[src/hw/rtl/ic3_pkg.sv]
// Shared types and constants of the 3x3 convolution block.
`default_nettype none
package ic3_pkg;
    localparam int MAX_LINE_PIXELS_DEF = 2048;
    localparam int LANE_COUNT_DEF = 3;
    localparam int MAX_ROWS = 2048;
    localparam int COORD_W = 13;
    localparam int QDEPTH = 4;
    localparam int CFG_W = 48;
    localparam int PIX_W = 24;

    localparam logic [2:0] REG_FRAME_WIDTH = 3'd0;
    localparam logic [2:0] REG_FRAME_HEIGHT = 3'd1;
    localparam logic [2:0] REG_CHANNEL_COUNT = 3'd2;
    localparam logic [2:0] REG_PRESERVE = 3'd3;
    localparam logic [2:0] REG_KERNEL_TOP = 3'd4;
    localparam logic [2:0] REG_KERNEL_MID = 3'd5;
    localparam logic [2:0] REG_KERNEL_BOT = 3'd6;

    typedef struct packed {
        logic [2:0][2:0][PIX_W-1:0] win;
        logic [3:0]                 mask;
        logic [COORD_W-1:0]         col;
        logic [COORD_W-1:0]         row;
        logic [COORD_W-1:0]         wm1;
        logic [COORD_W-1:0]         hm1;
    } ic3_job_t;
endpackage
`default_nettype wire

[src/hw/rtl/ic3_queue.sv]
// Short job queue between the pixel front end and the convolution back end.
`default_nettype none
module ic3_queue
    import ic3_pkg::*;
(
    input  wire logic     clk,
    input  wire logic     rst_n,
    input  wire logic     push,
    input  wire ic3_job_t push_data,
    output logic          full,
    input  wire logic     pop,
    output ic3_job_t      head,
    output logic          empty
);
    localparam int PW = $clog2(QDEPTH);
    localparam int CNTW = $clog2(QDEPTH + 1);

    ic3_job_t         store_reg [QDEPTH];
    logic [PW-1:0]    wr_ptr_reg;
    logic [PW-1:0]    rd_ptr_reg;
    logic [CNTW-1:0]  count_reg;

    assign full  = (count_reg == CNTW'(QDEPTH));
    assign empty = (count_reg == '0);
    assign head  = store_reg[rd_ptr_reg];

    always_ff @(posedge clk)
    begin
        if (push)
        begin
            store_reg[wr_ptr_reg] <= push_data;
        end
    end

    always_ff @(posedge clk or negedge rst_n)
    begin
        if (!rst_n)
        begin
            wr_ptr_reg <= '0;
            rd_ptr_reg <= '0;
            count_reg  <= '0;
        end
        else
        begin
            if (push)
            begin
                wr_ptr_reg <= PW'((int'(wr_ptr_reg) + 1) % QDEPTH);
            end
            if (pop)
            begin
                rd_ptr_reg <= PW'((int'(rd_ptr_reg) + 1) % QDEPTH);
            end
            if (push && !pop)
            begin
                count_reg <= count_reg + 1'b1;
            end
            else if (pop && !push)
            begin
                count_reg <= count_reg - 1'b1;
            end
        end
    end
endmodule
`default_nettype wire

[config.mk]
export PLATFORM = sky130hd
export DESIGN_NAME = ic3_queue
export DESIGN_NICKNAME = d
export VERILOG_FILES = /design/src/hw/rtl/ic3_pkg.sv /design/src/hw/rtl/ic3_queue.sv
export SDC_FILE = /design/constraint.sdc
export NUM_CORES = 1
export LEC_CHECK = 0
export ABC_AREA = 1
export BUFFER_PORTS_ARGS = -buffer_cell sky130_fd_sc_hd__buf_2
export CORE_ASPECT_RATIO = 1.5
export CORE_UTILIZATION = 60
export CTS_BUF_LIST = sky130_fd_sc_hd__clkbuf_8
export CTS_CLUSTER_SIZE = 8
export DETAILED_ROUTE_END_ITERATION = 7
export HOLD_SLACK_MARGIN = 0.12
export PLACE_DENSITY = 0.82
export SYNTH_ARGS = -nofsm -noshare
export SYNTH_HDL_FRONTEND = slang
export SYNTH_SLANG_ARGS = --single-unit
[constraint.sdc]
create_clock -name clk -period 7.5 [get_ports clk]
set_clock_uncertainty 0.15 [all_clocks]
set_input_delay 2.25 -clock clk [delete_from_list [all_inputs] [get_ports clk]]
set_output_delay 2.25 -clock clk [all_outputs]
set_load 0.1 [all_outputs]
==> reports/results.ini, run 1 <==
[clock_network]
cts.sinks = 1095
cts_max_level = 4
path_clk_slew_ns = 0.07
cts_setup_buffers = 0
hold_buffers = 0
cts-buffers-inserted = 161
cts_resized = 0
clockRootBuffer = clkbuf_8
cts_buffer_depth = 3
cts_tree = yes
clock_latency_ns = 0.78

[global_route]
grt_max_degree = 158
grt_pass1_vias = 26227
antenna_found_initial = 39
grt_first_pass_wirelength_um = 143100
grt-ovfl-total = 0
grt_use_total = 0.2543

[sta]
max_freq_ghz = 0.1626
setup_viol = 0
finalCritPeriodShare = 0.8201
final_hold_viol_count = 0
tightest_slew_ns = 1.050
setup_tns_ns = 0
max-slew-margin-rel = 0.2997
rsz0062_at_grt = false
slew_viol_final = 0
fin_crit_ns = 6.150

[synthesis]
synth_top_family_by_area = compound AO/OA/AOI/OAI gates
yosysWarnings = 0
ys_seq_area_frac = 0.7514
synth_compound_area_frac = 0.1050
synth-xor-area-share = 0.0008014
synth_cell_types = 18
yosys.area_share.simple = 0.07167
synth-seq-cells = 1095
synth.avg_cell_area_um2 = 13.57
postSynthCellCount = 3221
synth-adder-area-share = 0.001889
syn_nets = 3503
synth.mux.area_fraction = 0
syn_area_mm2 = 0.04371

[worst_setup_path]
path_buf_inv = 3
crit_start = rd_ptr_reg[1]
end_kind = output pin
cp-start-kind = register
worst_path_max_delay_cell = dfrtp_4
cpLargestDelayFamily = buffers and inverters
critPathKind = register to output pin
r2r-start = wr_ptr_reg[0]
required_ns = 5.10
crit_fanout = 93
cp_cell_sequence = inv_8 > buf_12 > o211ai_1 > nand2_1 > buf_2
critPathMaxStageDelay_ns = 0.82
arrival_ns = 3.75

[finish]
largest_register_ffs = 1088
layout-drive-gt1-share = 0.2255
nNetsFinal = 4064
synthToLayoutAreaGrowth_pct = 14.06
multi_input_area_mm2 = 0.007840
seq_area_mm2 = 0.03285
fill_cells = 4606

[drt]
top_layer = met5
dr_wl_met3_um = 7809
routed_wl_um = 94840
drc = 0
num_vias = 26491
met1_length_um = 35100
wl_met2_um = 47420
routed_via_density = 5.527
drtAntennaViolNets = 0
drt_iter0_markers = 2158
drtPass1Iterations = 5
wl_per_cell_um = 19.79

[die]
placementRows = 120
io_pins = 550
core_area_mm2 = 0.07177
start_util = 0.6091
die_y_um = 332.6
die_w_um = 222.4
dieArea_mm2 = 0.07396

[job]
maxCapViolations = 0

[worst_hold_path]
holdCritStartpoint = count_reg[2]
hp-class = register to register

[placement]
port_buffers = 549
gp_routability_congestion = 0.8009
hpwlAfterDp_um = 55910

[run_status]
outcome = completed

-- per-stage QoR --
stage          hold WS (ns)  setup WS [ns]  utilization  area [um^2]  std cells
3_3_place_gp         0.3396          2.105       0.6567        47130       4534
2_1_floorplan        0.3134         0.3807            -        43730       3221
5_1_grt              0.3615          1.143       0.6945        49840       4786
3_5_place_dp         0.3378          2.167       0.6567        47130       4534
4_1_cts              0.3517          1.234       0.6934        49770       4756
6_report             0.3496          1.350       0.6947        49860       4793
-- area by class of cell --
cell class                      instances  share of cell area
Timing Repair Buffer                  580             0.06379
Inverter                              556             0.04231
Multi-Input combinational cell       1388              0.1572
Clock inverter                         59            0.007880
Antenna cell                           37            0.001857
Sequential cell                      1095              0.6590
Tap cell                              915             0.02296
Clock buffer                          163             0.04500
-- placed cells by master, fill, tap and decap left out, types with 6 or more instances in the layout --
cell / instances
buf_12: 16
clkinvlp_4: 8
nand2_1: 829
buf_4: 15
clkinv_1: 6
clkbuf_8: 163
edfxtp_1: 1088
buf_2: 549
diode_2: 37
o211ai_2: 100
o211ai_1: 444
inv_1: 588
-- routing by layer --
metal	GRT usage	vias up
met5	0	-
li1	-	12372
met2	0.4177	1184
met1	0.3085	12688
met3	0.06599	231
met4	0.1378	16
-- synth_stat cells --
cell type / count / area [um^2]
buf_1: 5 / 18.77
buf_2: 133 / 665.6
buf_6: 12 / 135.1
clkbuf_1: 32 / 120.1
dfrtp_1: 7 / 175.2
edfxtp_1: 1088 / 32670
fa_1: 1 / 20.02
ha_1: 5 / 62.56
inv_1: 556 / 2087
nand2_1: 829 / 3112
nand3_1: 1 / 5.000
nand4_1: 1 / 6.260
nor3_1: 2 / 10.01
o211ai_1: 444 / 3333
o211ai_2: 100 / 1251
o21ai_0: 1 / 5.000
xnor2_1: 1 / 8.760
xor2_1: 3 / 26.28
-- path summary, 6_finish.rpt --
kind | end | slack [ns] | depth (start not counted)
worst max-delay path | head[100] | 1.35 | 5
worst min-delay path | count_reg[2] | 0.35 | 2
min in group asynchronous | rd_ptr_reg[1] | 1.15 | 1
max in group asynchronous | rd_ptr_reg[0] | 5.83 | 1
worst max register to register | store_reg[2][241] | 4.71 | 5
worst min register to register | count_reg[2] | 0.35 | 2
-- kinds of logic after synthesis --
| kind of cell | count (synthesis) |
|---|---|
| compound gates | 545 |
| xor+xnor | 4 |
| fa+ha+maj | 6 |
| buf+inv | 738 |
| flops | 1095 |
| simple gates | 833 |
-- worst reg2reg max path, delay by kind of cell (launching register included) --
kind          cells  cell delay [ns]
buf+inv           3             1.40
flops             1             0.42
fa+ha+maj         1             0.19
simple gates      1             0.10
Power of run 1 is not shown: default switching activity piles up to over one toggle a cycle in this logic, so the estimate is an artifact.
==> run 2, diff against run 1 <==
Settings changed: ABC_AREA 1 to 0, CORE_UTILIZATION 60 to 59.
Clock period 7.5 ns to 5.7 ns, I/O delays scaled along.
==> run 2 against run 1 <==
  * Final cell count fell by 35%
  * Count of clock-buffer cells in the layout rose by 3
  * Sequential cell count did not move
  * Utilization fell by 0.092 points
  * Non-clock buffer count rose by 23
  * Via count fell by 30%
  * Highest routed layer unchanged
==> reports/results.ini, run 2 <==
[synthesis]
yosys.area.top_type_share = 0.8194  ; was 0.7474
synth_top_cell_by_area = edfxtp_1  ; unchanged
syn_area_mm2 = 0.03987  ; was 0.04371 mm^2
ys_top_cells_by_area = edfxtp_1, mux4_2, buf_12  ; was edfxtp_1, o211ai_1, nand2_1
synth_most_common_cell = edfxtp_1  ; unchanged
syn_nets = 1737  ; was 3503
synth_edf_count = 1088  ; unchanged
synthTopCellsByCount = edfxtp_1, mux4_2, buf_2, buf_12, buf_6  ; was edfxtp_1, nand2_1, inv_1, o211ai_1, buf_2
synthArstFlopShare = 0.006393  ; unchanged
postSynthCellCount = 1455  ; was 3221
synth-seq-cells = 1095  ; unchanged
synth_ff_type = edfxtp_1  ; unchanged
yosysWarnings = 0  ; unchanged
synth.avg_cell_area_um2 = 27.40  ; was 13.57 um^2
synth_cell_types = 20  ; was 18
ys_seq_area_frac = 0.8238  ; was 0.7514

[run_status]
outcome = completed  ; unchanged

[placement]
port_buffers = 549  ; unchanged
hpwlAfterDp_um = 54740  ; was 55910 um
dp_slack_ns = 1.473  ; was 2.167 ns
gp_routability_congestion = 0.7721  ; was 0.8009

[worst_setup_path]
cp-start-kind = register  ; unchanged
critPathMaxStageDelay_ns = 0.92  ; was 0.82 ns
cp_cell_sequence = buf_4 > mux4_2 > buf_2  ; was inv_8 > buf_12 > o211ai_1 > nand2_1 > buf_2
critPathKind = register to output pin  ; unchanged
end_kind = output pin  ; unchanged
worst_path_max_delay_cell = dfrtp_4  ; unchanged
crit_fanout = 30  ; was 93
arrival_ns = 3.11  ; was 3.75 ns
required_ns = 3.84  ; was 5.10 ns

[clock_network]
cts_tree = yes  ; unchanged
cts-buffers-inserted = 159  ; was 161
cts_resized = 0  ; unchanged
path_clk_slew_ns = 0.06  ; was 0.07 ns
clock_latency_ns = 0.80  ; was 0.78 ns
clockRootBuffer = clkbuf_8  ; unchanged
cts_buffer_depth = 3  ; unchanged
cts_setup_buffers = 0  ; unchanged
cts.sinks = 1095  ; unchanged
hold_buffers = 0  ; unchanged
cts_max_level = 4  ; unchanged

[sta]
setup_ws_ns = 0.7329  ; was 1.350 ns
slew_viol_final = 0  ; unchanged
final_hold_viol_count = 0  ; unchanged
tightest_slew_ns = 1.205  ; was 1.050 ns
setup_tns_ns = 0  ; unchanged
fin_crit_ns = 4.967
rsz0062_at_grt = false  ; unchanged
max_freq_ghz = 0.2013
setup_viol = 0  ; unchanged
max-slew-margin-rel = 0.1969  ; was 0.2997
finalCritPeriodShare = 0.8714

[finish]
largest_register_ffs = 1088  ; unchanged
final_common_cell = edfxtp_1  ; unchanged
synthToLayoutAreaGrowth_pct = 16.17  ; was 14.06%
fill_cells = 3847  ; was 4606
nNetsFinal = 2440  ; was 4064
final_cell_mix = edfxtp_1, buf_2, mux4_2  ; was edfxtp_1, nand2_1, inv_1
seq_area_mm2 = 0.03285  ; unchanged
layout-drive-gt1-share = 0.4812  ; was 0.2255
finish.utilization = 0.6938  ; was 0.6947
multi_input_area_mm2 = 0.006336  ; was 0.007840 mm^2

[global_route]
grt_max_degree = 72  ; was 158
grt_first_pass_wirelength_um = 123100  ; was 143100 um
grt-ovfl-total = 0  ; unchanged
grt_use_total = 0.2491  ; was 0.2543
grt_pass1_vias = 19979  ; was 26227
antenna_found_initial = 29  ; was 39

[die]
io_pins = 550  ; unchanged
die_y_um = 320.4  ; was 332.6 um
core_area_mm2 = 0.06676  ; was 0.07177 mm^2
die_w_um = 214.3  ; was 222.4 um
placementRows = 116  ; was 120
start_util = 0.5972  ; was 0.6091
dieArea_mm2 = 0.06864  ; was 0.07396 mm^2

[drt]
routed_wl_um = 84060  ; was 94840 um
routed_via_density = 5.964  ; was 5.527
num_vias = 18541  ; was 26491
drtPass1Iterations = 5  ; unchanged
drtAntennaViolNets = 0  ; unchanged
drt_iter0_markers = 1494  ; was 2158
wl_per_cell_um = 27.04  ; was 19.79 um
drc = 0  ; unchanged

[job]
maxCapViolations = 0  ; unchanged

[worst_hold_path]
hp-class = register to register  ; unchanged

## run 2: cell count changes after synthesis, sizes merged, moves of 4 or more
| cell | delta |
|---|---|
| nand2 | -827 |
| inv | -552 |
| and2 | +4 |
| mux4 | +272 |
| clkbuf | -29 |
| o211ai | -544 |
| buf | -92 |
## run 2: layout make-up
cell class,instances,area share
Tap cell,885,0.02391
Clock buffer,166,0.04932
Sequential cell,1095,0.7093
Inverter,4,0.0003241
Multi-Input combinational cell,295,0.1368
Antenna cell,19,0.001026
Timing Repair Buffer,603,0.07401
Clock inverter,42,0.005321
## run 2: final timing paths
path	depth (start not counted)	end	slack, ns	startpoint
setup reg to reg	4	store_reg[1][38]	3.12	wr_ptr_reg[1]
setup / recovery	3	head[240]	0.73	rd_ptr_reg[0]
max in group asynchronous	1	count_reg[0]	4.63	rst_n
hold reg to reg	1	count_reg[2]	0.36	count_reg[2]
hold / removal	1	count_reg[2]	0.36	count_reg[2]
min in group asynchronous	1	rd_ptr_reg[1]	0.58	rst_n
## run 2: cells by family (layout without fill, tap and decap cells)
kind of cell,count (synthesis),count (layout),synth area share
AO/OA/AOI/OAI,1,1,0.0001254
XOR/XNOR,6,6,0.001318
adder cells (fa/ha/maj),6,6,0.002071
buffers and inverters,65,815,0.01754
flip-flops,1095,1095,0.8238
multiplexers,273,273,0.1539
other,0,19,0
AND/OR/NAND/NOR,9,9,0.001224
## run 2: critical path, delay by kind of cell, from the launching register on
family / cells / cell delay, ns
flops: 1 / 0.92
buf+inv: 2 / 0.79
mux: 1 / 0.58
## run 2: routing by layer
layer,up-vias,routed length (um),track usage
met3,201,7565,0.08563
li1,7724,-,-
met5,-,129,0
met4,20,3372,0.1297
met1,9632,28630,0.2875
met2,964,44370,0.4141
## run 2: stage by stage
stage          std cells  hold WS (ns)  instance area, um^2
2_1_floorplan       1455        0.3063                39880
3_3_place_gp        2882        0.3224                43740
3_5_place_dp        2882        0.3532                43740
4_1_cts             3090        0.3635                46270
5_1_grt             3106        0.3909                46310
6_report            3109        0.3642                46320
Power of run 2 is left out for the same reason.
